**src/hdl/olst_pkg.sv**
```systemverilog
package olst_pkg;

  // Default list depth.
  localparam int DEPTH_DEF = 64;

  // Field widths.
  localparam int ACT_W  = 2;
  localparam int VAL_W  = 32;
  localparam int POS_W  = 6;
  localparam int STAT_W = 2;
  localparam int ECNT_W = 7;

  // Action codes.
  localparam logic [ACT_W-1:0] ACT_APPEND = 2'd0;
  localparam logic [ACT_W-1:0] ACT_REMOVE = 2'd1;
  localparam logic [ACT_W-1:0] ACT_READ   = 2'd2;

  // Status codes.
  localparam logic [STAT_W-1:0] ST_DONE  = 2'd0;
  localparam logic [STAT_W-1:0] ST_FULL  = 2'd1;
  localparam logic [STAT_W-1:0] ST_MISS  = 2'd2;
  localparam logic [STAT_W-1:0] ST_RANGE = 2'd3;

  // Controls broadcast from the sequencer to every cell.
  typedef struct packed {
    logic load;   // write the tail cell
    logic start;  // clear the sweep wave
    logic step;   // advance the sweep wave one cell
    logic shift;  // close the gap behind the matched cell
  } olst_ctl_t;

endpackage

```
**src/hdl/olst_cell.sv**
```systemverilog
module olst_cell #(
  parameter int IDX = 0,
  parameter int CW  = 7
) (
  input  logic                       clk,
  input  logic                       rst,
  input  olst_pkg::olst_ctl_t        ctl,
  input  logic [CW-1:0]              count,
  input  logic [olst_pkg::VAL_W-1:0] wdata,
  input  logic [olst_pkg::VAL_W-1:0] key,
  input  logic [olst_pkg::POS_W-1:0] pos,
  input  logic                       prev_sh,
  input  logic [olst_pkg::VAL_W-1:0] prev_rd,
  input  logic [olst_pkg::VAL_W-1:0] next_data,
  output logic [olst_pkg::VAL_W-1:0] data,
  output logic                       sh,
  output logic [olst_pkg::VAL_W-1:0] rd
);
  import olst_pkg::*;

  logic live;
  logic at_tail;
  logic at_pos;
  logic hit;

  // Position of this cell relative to the list.
  assign live    = 32'(count) > 32'(IDX);
  assign at_tail = 32'(count) == 32'(IDX);
  assign at_pos  = 32'(pos) == 32'(IDX);
  assign hit     = live && (data == key);

  // Stored entry: written when it is the tail, or pulled forward from the next cell.
  always_ff @(posedge clk) begin
    if (ctl.load && at_tail) begin
      data <= wdata;
    end else if (ctl.shift && sh) begin
      data <= next_data;
    end
  end

  // Match wave: once a match is seen, the matching cell and every later cell are marked.
  always_ff @(posedge clk) begin
    if (rst) begin
      sh <= 1'b0;
    end else if (ctl.start) begin
      sh <= 1'b0;
    end else if (ctl.step) begin
      sh <= prev_sh | hit;
    end
  end

  // Read wave: the addressed entry is carried toward the last cell.
  always_ff @(posedge clk) begin
    if (ctl.step) begin
      rd <= at_pos ? data : prev_rd;
    end
  end

endmodule

```
**config.mk**
```make
export PLATFORM = sky130hd
export DESIGN_NAME = olst_cell
export DESIGN_NICKNAME = d
export VERILOG_FILES = /design/src/hdl/olst_pkg.sv /design/src/hdl/olst_cell.sv
export SDC_FILE = /design/constraint.sdc
export NUM_CORES = 1
export LEC_CHECK = 0
export BUFFER_PORTS_ARGS = -buffer_cell sky130_fd_sc_hd__buf_2
export CAP_MARGIN = 20
export CORE_ASPECT_RATIO = 0.8
export CORE_UTILIZATION = 35
export CTS_BUF_LIST = sky130_fd_sc_hd__clkbuf_4 sky130_fd_sc_hd__clkbuf_8 sky130_fd_sc_hd__clkbuf_16
export DETAILED_ROUTE_END_ITERATION = 12
export PLACE_DENSITY_LB_ADDON = 0.3
export SYNTH_ARGS = -nofsm -noshare
export SYNTH_HDL_FRONTEND = slang
export SYNTH_SLANG_ARGS = --single-unit
```
**constraint.sdc**
```tcl
create_clock -name clk -period 2.65 [get_ports clk]
set_input_delay 0.1325 -clock clk [delete_from_list [all_inputs] [get_ports clk]]
set_output_delay 0.1325 -clock clk [all_outputs]
set_load 0.005 [all_outputs]
```
==> metrics.cfg, run 1 <==
[status]
status=completed

[cells_and_area]
n_antenna_cell=0
stdcell_area_sq_um=4760
drive_gt1_share_pct=72.5
mostFrequentLayoutCells=buf_2, edfxtp_1, mux2_2
final_common_cell=buf_2
syn2layout_area_growth_pct=46.4
nets=558

[sta]
finalMaxSlewViolations=0
finalWorstSetupSlack_ps=730
fin_worst_skew_ps=4.31
setup_violations=0
tightest_slew_ps=869
final.setup.tns_ps=0
rsz0062_at_grt=false
hold_viol=0
fin_crit_sh_pct=72.4
fmax_ghz=0.521
max_slew_margin_pct=41.8
period_needed_ps=1920

[synth]
syn_area_sq_um=3250
synth_nets=338
syn_inst=190
ys_ff_latch=65
synth.distinct_cells=18
ys_seq_area_share_pct=59.7
synth.avg_cell_area_sq_um=17.1
ys_warn_count=0

[worst_setup_path]
required_ps=2920
crit_chain=xor2_1 -> nor4_1 -> nand4_1 -> nor4_1 -> a22o_1
path_max_fanout=3
worstPathArrival_ps=2190
cp_slowest_cell=nor4_1
crit_type=reg -> reg
worstSetupStartpointType=flip-flop
worstRegToRegCells=5
end_kind=flip-flop
cp_common_cell=nor4_1
max_stage_delay_ps=560

[global_route]
antenna_found_initial=0
gr-usage-all-layers_pct=17.7
grt_pass1_vias=2454
grt_max_degree=33
grt_overflow_total=0
grt_pass1_wl_microns=12400

[clocking]
clockRootBuffer=clkbuf_16
cts-buffers-inserted=9
cts.repair.resized=0
clock_latency_ps=320
cts_sinks=65
cts_setup_buffers=0
ctsLongestPathBuffers=2
clk_pin_slew_ps=60
hold_buffers=0
cts_tree=yes
htreeDepth=3

[floorplanning]
die_w_microns=110
initial_utilization_pct=36.0
die_area_sq_um=9680
num_rows=31
core_area_sq_um=9040
die_h_microns=88.2
io_pins=213

[pwr]
power.leakage_uw=0.00217
p_per_area_nw_per_um2=551
pwr-share-comb_pct=10.4
p_sw_uw=554
seqPwrFrac_pct=45.2
p_clk_share_pct=44.4
ir_worst_vdd_mv=0.305
switching_share_pct=21.1
intPower_uw=2070

[placement]
gp_congestion=0.745
placed_area_sq_um=4460
place_ws_ps=519
dp_hpwl_microns=6660
io_buffers=212

[detailed_routing]
dr.pass1.iters=5
first_iter_violations=54
drt_wl_total_microns=8650
remaining_drc_errors=0
routedWlPerCell_microns=16.3
antenna_left=0
vias=2433
vias_per_cell=4.59

[job]
drv_cap=0

[min_path]
hp-class=in -> reg
holdPathStages=2

-- cell families after synthesis --
kind of cell              after synthesis  share of synthesized area [%]
buffers and inverters                   6                           1.39
and+or+nand+nor                        21                           4.16
muxes                                  65                           25.9
xor gates and xnor gates               32                           8.62
AOI/OAI and AO/OA                       1                          0.269
DFF                                    65                           59.7
-- layer usage --
layer	track usage, %	share of wire, %
met5	0	0
met4	5.45	0.64
met3	4.64	7.7
met2	31.2	49
met1	21.4	43
-- cell usage after synthesis --
master    count  area, sq um
nand3_1       2         10.0
a22o_1        1         8.76
edfxtp_1     64         1920
buf_1         3         11.3
xor2_1       16          140
or4_4         1         11.3
mux2_4       29          435
mux2_2       36          405
nand2_1       3         11.3
nor3_1        1         5.00
nor4_4        1         21.3
nand2_2       1         6.26
dfxtp_1       1         20.0
nand4_1       4         25.0
nor2_1        2         7.51
xnor2_1      16          140
buf_6         3         33.8
nor4_1        6         37.5
-- state kept, by name (all words and copies together) (netlist names) --
name	count
sh	1
rd	32
data	32
-- metrics by stage --
stage | cells | total power (uW) | hold WS, ps | util, %
finish | 530 | 2620 | 110 | 52.7
global route | 530 | 2730 | 97.9 | 52.7
CTS | 530 | 2660 | 98.2 | 52.7
detailed placement | 514 | 1480 | 436 | 49.4
global placement | 514 | 1480 | 433 | 49.4
floorplan | 190 | 1310 | 245 | -
-- area by class of cell --
type,instances,area [sq um]
clock inverter,7,71.3
tap,115,144
multi-input combinational,119,1270
timing repair buffer,215,1110
fill,834,4280
clock buffer,9,225
sequential,65,1940
-- path summary, 6_finish.rpt --
kind | from | endpoint | slack [ps]
setup / recovery | data[14] | sh | 730
hold / removal | next_data[1] | data[1] | 110
setup reg to reg | data[14] | sh | 730
hold reg to reg | data[25] | rd[25] | 640
-- power by group through the flow --
stage	registers, uW	logic (uW)	clock network [uW]
3_3_place_gp	1210	269	0
3_5_place_dp	1210	275	0
6_report	1190	272	1170
2_1_floorplan	1210	95.3	0
5_1_grt	1190	300	1240
4_1_cts	1190	276	1200
-- critical path, delay by kind of cell (launching register included) --
| kind | cells | cell delay, ps |
|---|---|---|
| compound gates | 1 | 170 |
| simple gates | 3 | 1060 |
| flops | 1 | 450 |
| xor+xnor | 1 | 190 |
Power figures use the tool's default switching activity.
==> inputs of run 2 (changes only) <==
Clock period 2.65 ns to 1.81 ns, I/O delays scaled along.
==> run 2 against run 1 <==
  * Critical path depth grew 1
  * Combinational power rose by 50%
  * Die area unchanged
  * Largest cell class unchanged
  * Maximum frequency grew 15%
  * Register-to-register slack got worse by 580 ps
  * Total power rose by 46%
  * Sequential cell count did not move
  * Setup slack got worse by 580 ps
  * Sequential share of layout area fell by 0.69 points
  * Clock power rose by 44%
  * Non-clock buffer count up 6
  * Largest power group unchanged
  * Clock skew increased by 4.5 ps
==> metrics.cfg, run 2 (synthesized netlist as in run 1, its figures left out) <==
[status]
status=completed

[sta]
fin_worst_skew_ps=8.79  ; +4.48 ps
final.setup.tns_ps=0  ; unchanged
setup_violations=0  ; unchanged
finalMaxSlewViolations=0  ; unchanged
hold_viol=0  ; unchanged
fmax_ghz=0.601  ; +15%
tightest_slew_ps=466  ; -404 ps
max_slew_margin_pct=69.0  ; +27 points
period_needed_ps=1660  ; -257 ps
whs_ps=70.5  ; -39.3 ps
fin_crit_sh_pct=91.9  ; +19 points
rsz0062_at_grt=false

[worst_setup_path]
cp.depth=6  ; +1
end_kind=flip-flop
rr_endpoint=sh
r2r_setup_slack_ps=150  ; -580 ps
crit_buf_inv=1  ; +1
crit_type=reg -> reg
cp_slowest_cell=edfxtp_1
cp-startpoint=data[26]
path_max_fanout=3  ; unchanged
reg2reg_from=data[26]
endpoint=sh
cp_common_cell=nor4_2
worstSetupStartpointType=flip-flop
crit_chain=xor2_1 -> nor4_2 -> buf_4 -> nand4_1 -> nor4_2 -> a22o_1
worstRegToRegCells=6  ; +1
path_delay_family=simple AND/OR/NAND/NOR gates
worstPathArrival_ps=1920  ; -270 ps
max_stage_delay_ps=420  ; -140 ps
required_ps=2070  ; -850 ps

[floorplanning]
initial_utilization_pct=36.0  ; unchanged
io_pins=213  ; unchanged
num_rows=31  ; unchanged
die_w_microns=110  ; unchanged
die_h_microns=88.2  ; unchanged
die_area_sq_um=9680  ; unchanged
core_area_sq_um=9040  ; unchanged

[placement]
io_buffers=212  ; unchanged
dp_hpwl_microns=6780  ; +1.9%
placed_cells=520  ; +1.2%
gp_congestion=0.716  ; -3.9%
placed_area_sq_um=4530  ; +1.4%

[clocking]
clock_latency_ps=320  ; about the same
htreeDepth=3  ; unchanged
ctsLongestPathBuffers=2  ; unchanged
cts_sinks=65  ; unchanged
clk_pin_slew_ps=60  ; about the same
clockRootBuffer=clkbuf_16
cts_setup_buffers=0  ; unchanged
cts_tree=yes
cts-buffers-inserted=9  ; unchanged

[global_route]
grt_overflow_total=0  ; unchanged
grt_pass1_wl_microns=12100  ; -1.9%
antenna_found_initial=0  ; unchanged
grt_max_degree=34  ; +3.0%
grt_pass1_vias=2374  ; -3.3%
gr-usage-all-layers_pct=17.5  ; -0.22 points

[cells_and_area]
final-instance-count-excl-fill=536  ; +1.1%
final_common_cell=buf_2
finish.utilization_pct=53.6  ; +0.90 points
reg_top3=data x32, rd x32, sh x1
drive_gt1_share_pct=73.6  ; +1.1 points
nets=564  ; +1.1%
n_antenna_cell=0  ; unchanged
mostFrequentLayoutCells=buf_2, edfxtp_1, mux2_2
stdcell_area_sq_um=4840  ; +1.7%
syn2layout_area_growth_pct=48.9

[pwr]
power.leakage_uw=0.00221  ; +2.0%
p_per_area_nw_per_um2=792  ; +44%
ir_worst_vdd_mv=0.564  ; +85%

[detailed_routing]
antenna_left=0  ; unchanged
dr.pass1.iters=4  ; -1
routedWlPerCell_microns=15.9  ; -2.7%
first_iter_violations=59  ; +9.3%
vias_per_cell=4.55  ; -0.83%
vias=2440  ; +0.29%
remaining_drc_errors=0  ; unchanged
drt_wl_total_microns=8510  ; -1.6%

[min_path]
hp-class=in -> reg

[job]
drv_cap=0  ; unchanged

==> run 2: cell count changes in the layout (fill, tap and decap cells not counted) <==
cell | previous run | this run
nand2_4 | 0 | 1
clkinvlp_4 | 3 | 1
nor4_2 | 0 | 3
nor4_1 | 6 | 3
nand2_2 | 3 | 2
clkbuf_4 | 0 | 2
buf_12 | 2 | 3
buf_4 | 1 | 6
==> run 2: what timing repair did <==
item,CTS,global route
hold buffers,0,0
pin swaps,0,1
endpoints found under the hold margin,0,0
gates resized for setup,3,0
endpoints found under the setup margin,1,1
==> run 2: final cells by class <==
type | count | area (sq um)
Clock inverter | 5 | 56.3
Clock buffer | 11 | 240
Multi-Input combinational cell | 119 | 1290
Sequential cell | 65 | 1940
Timing Repair Buffer | 221 | 1170
Tap cell | 115 | 144
Fill cell | 793 | 4200
==> run 2: worst register-to-register path, delay by kind of cell (launching register included) <==
kind	cells	cell delay (ps)
simple gates	3	660
flops	1	420
xor+xnor	1	190
buf+inv	1	170
compound gates	1	170
==> run 2: worst min-delay path by stage <==
stage / from / endpoint / depth (start not counted)
finish: next_data[19] / data[19] / 2
global placement: next_data[27] / data[27] / 2
CTS: next_data[19] / data[19] / 2
floorplan: ctl[1] / rd[0] / 0
detailed placement: next_data[8] / data[8] / 2
global route: next_data[19] / data[19] / 2
==> run 2: where the power goes <==
part           internal (uW)  switching, uW  total, uW
Combinational            258            150        408
Clock                   1090            594       1690
Sequential              1720           19.5       1740
==> run 2: stage by stage <==
step | setup WS [ps] | power [uW]
6_report | 147 | 3830
4_1_cts | 58.9 | 3890
3_3_place_gp | -197 | 2170
3_5_place_dp | -80.4 | 2180
2_1_floorplan | 102 | 1910
5_1_grt | 12.9 | 4010
==> run 2: routing by layer <==
| layer | up-vias | part of all wire (%) | global-route usage (%) |
|---|---|---|---|
| met3 | 6 | 8.1 | 4.57 |
| li1 | 1181 | - | - |
| met5 | - | 0 | 0 |
| met1 | 1121 | 43 | 20.5 |
| met2 | 132 | 48 | 31.6 |
| met4 | 0 | 0.75 | 5.45 |
==> inputs of run 3 (changes only) <==
Clock period 1.81 ns to 1.82 ns, I/O delays scaled along.
==> run 3 against run 2 <==
  * Global-route usage grew 0.82 points
  * Combinational power is essentially flat
  * Largest cell class unchanged
  * Worst hold slack lost 5.4 ps
  * Total power shrank 0.24%
  * Clock skew shrank 0.88 ps
  * Sequential cell count is the same
==> metrics.cfg, run 3 (synthesized netlist as in run 1, its figures left out) <==
[floorplanning]
num_rows=31  ; unchanged
io_pins=213  ; unchanged
die_h_microns=88.2  ; unchanged
core_area_sq_um=9040  ; unchanged
die_area_sq_um=9680  ; unchanged
die_w_microns=110  ; unchanged
initial_utilization_pct=36.0  ; unchanged

[clocking]
ctsLongestPathBuffers=2  ; unchanged
clock_latency_ps=320  ; about the same
htreeDepth=3  ; unchanged
cts-buffers-inserted=9  ; unchanged
clockRootBuffer=clkbuf_16
hold_buffers=0  ; unchanged
cts_tree=yes
cts_setup_buffers=0  ; unchanged
clk_pin_slew_ps=60  ; about the same
cts_sinks=65  ; unchanged

[global_route]
grt_pass1_wl_microns=12600  ; +4.2%
antenna_found_initial=0  ; unchanged
grt_pass1_vias=2402  ; +1.2%
gr-usage-all-layers_pct=18.3  ; +0.82 points
grt_max_degree=34  ; unchanged
grt_overflow_total=0  ; unchanged

[cells_and_area]
nFillCells=812  ; +2.4%
nets=564  ; unchanged
multi_input_area_sq_um=1290  ; unchanged
drive_gt1_share_pct=73.6  ; unchanged
stdcell_area_sq_um=4840  ; unchanged
final_common_cell=buf_2
n_antenna_cell=0  ; unchanged
area.sequential_sq_um=1940  ; unchanged
reg_top3=data x32, rd x32, sh x1
mostFrequentLayoutCells=buf_2, edfxtp_1, mux2_2
syn2layout_area_growth_pct=48.9  ; unchanged

[detailed_routing]
vias=2458  ; +0.74%
antenna_left=0  ; unchanged
remaining_drc_errors=0  ; unchanged
first_iter_violations=54  ; -8.5%
vias_per_cell=4.59  ; +0.74%
routedWlPerCell_microns=16.1  ; +1.1%
drt_wl_total_microns=8600  ; +1.1%
dr.pass1.iters=4  ; unchanged

[sta]
setup_violations=0  ; unchanged
hold_viol=0  ; unchanged
tightest_slew_ps=478  ; +12.5 ps
fin_worst_skew_ps=7.91  ; -0.877 ps
finalMaxSlewViolations=0  ; unchanged
rsz0062_at_grt=true
finalWorstSetupSlack_ps=44.3  ; -103 ps
period_needed_ps=1780  ; +113 ps
fin_crit_sh_pct=97.6  ; +5.7 points
fmax_ghz=0.563  ; -6.4%
max_slew_margin_pct=68.1  ; -0.83 points

[worst_setup_path]
end_kind=flip-flop
worstPathArrival_ps=2040  ; +120 ps
required_ps=2080  ; about the same
path_max_fanout=3  ; unchanged
crit_type=reg -> reg
worstSetupStartpointType=flip-flop

[pwr]
power.leakage_uw=0.00221  ; unchanged
p_sw_uw=772  ; +0.98%
pwr-share-comb_pct=10.6  ; about the same
seqPwrFrac_pct=45.2  ; about the same
p_clk_share_pct=44.2  ; +0.2 points
p_per_area_nw_per_um2=790  ; -0.24%
intPower_uw=3050  ; -0.55%
switching_share_pct=20.2  ; +0.24 points
ir_worst_vdd_mv=0.368  ; -35%

[placement]
dp_hpwl_microns=6830  ; +0.69%
gp_congestion=0.716  ; unchanged
placed_area_sq_um=4530  ; unchanged
place_ws_ps=-146  ; -66.1 ps
io_buffers=212  ; unchanged

[min_path]
hp-class=in -> reg

[job]
drv_cap=0  ; unchanged

[status]
status=completed

-- run 3: cell counts in the layout (fill, tap and decap cells not counted) --
No cell type changed its count.
-- run 3: cell type report --
class,count,share of cell area [%]
tap,115,2.97
clock buffer,11,4.96
multi-input combinational,119,26.7
sequential,65,40.1
clock inverter,5,1.16
timing repair buffer,221,24.1
-- run 3: timing repair --
action | 4_1_cts | 5_1_grt
endpoints found under the setup margin | 1 | 1
pin swaps | 1 | 1
gates cloned | 0 | 0
resized for setup | 1 | 2
endpoints found under the hold margin | 0 | 0
-- run 3: worst max-delay path: stages, from the launching register on --
cell and delay [ps]:
edfxtp_1 440, xor2_1 200, nor4_2 400, buf_4 180, nand4_1 120, nor4_2 210, a22o_1 160
-- run 3: stage by stage --
step	setup TNS, ps	hold slack (ps)	util [%]	power [uW]	std cells
2_1_floorplan	0	203	-	1900	190
3_3_place_gp	-187	391	50.1	2160	520
3_5_place_dp	-148	395	50.1	2170	520
4_1_cts	0	53.6	53.4	3880	536
5_1_grt	-72.3	56.9	53.6	4000	536
6_report	0	65.1	53.6	3820	536
-- run 3: worst paths after layout --
| path | startpoint | end | slack [ps] | depth (start not counted) |
|---|---|---|---|---|
| setup / recovery | data[14] | sh | 40 | 6 |
| setup reg to reg | data[14] | sh | 40 | 6 |
| hold / removal | next_data[11] | data[11] | 70 | 2 |
| hold reg to reg | data[29] | rd[29] | 630 | 1 |
-- run 3: metal layers --
layer  share of wire (%)  global-route usage [%]  up-vias  wire (microns)
met2                  48                    31.6      132            4130
met3                 9.4                    5.60        9             807
met4                 1.1                    6.06        0              95
met5                   0                       0        -               0
li1                    -                       -     1181               -
met1                  42                    22.0     1136            3570
-- run 3: power groups by stage --
| stage | sequential (uW) | clock [uW] | combinational [uW] |
|---|---|---|---|
| after floorplan | 1760 | 0 | 139 |
| after global placement | 1760 | 0 | 398 |
| after detailed placement | 1760 | 0 | 409 |
| after CTS | 1730 | 1740 | 411 |
| after global routing | 1730 | 1820 | 447 |
| final | 1730 | 1690 | 406 |
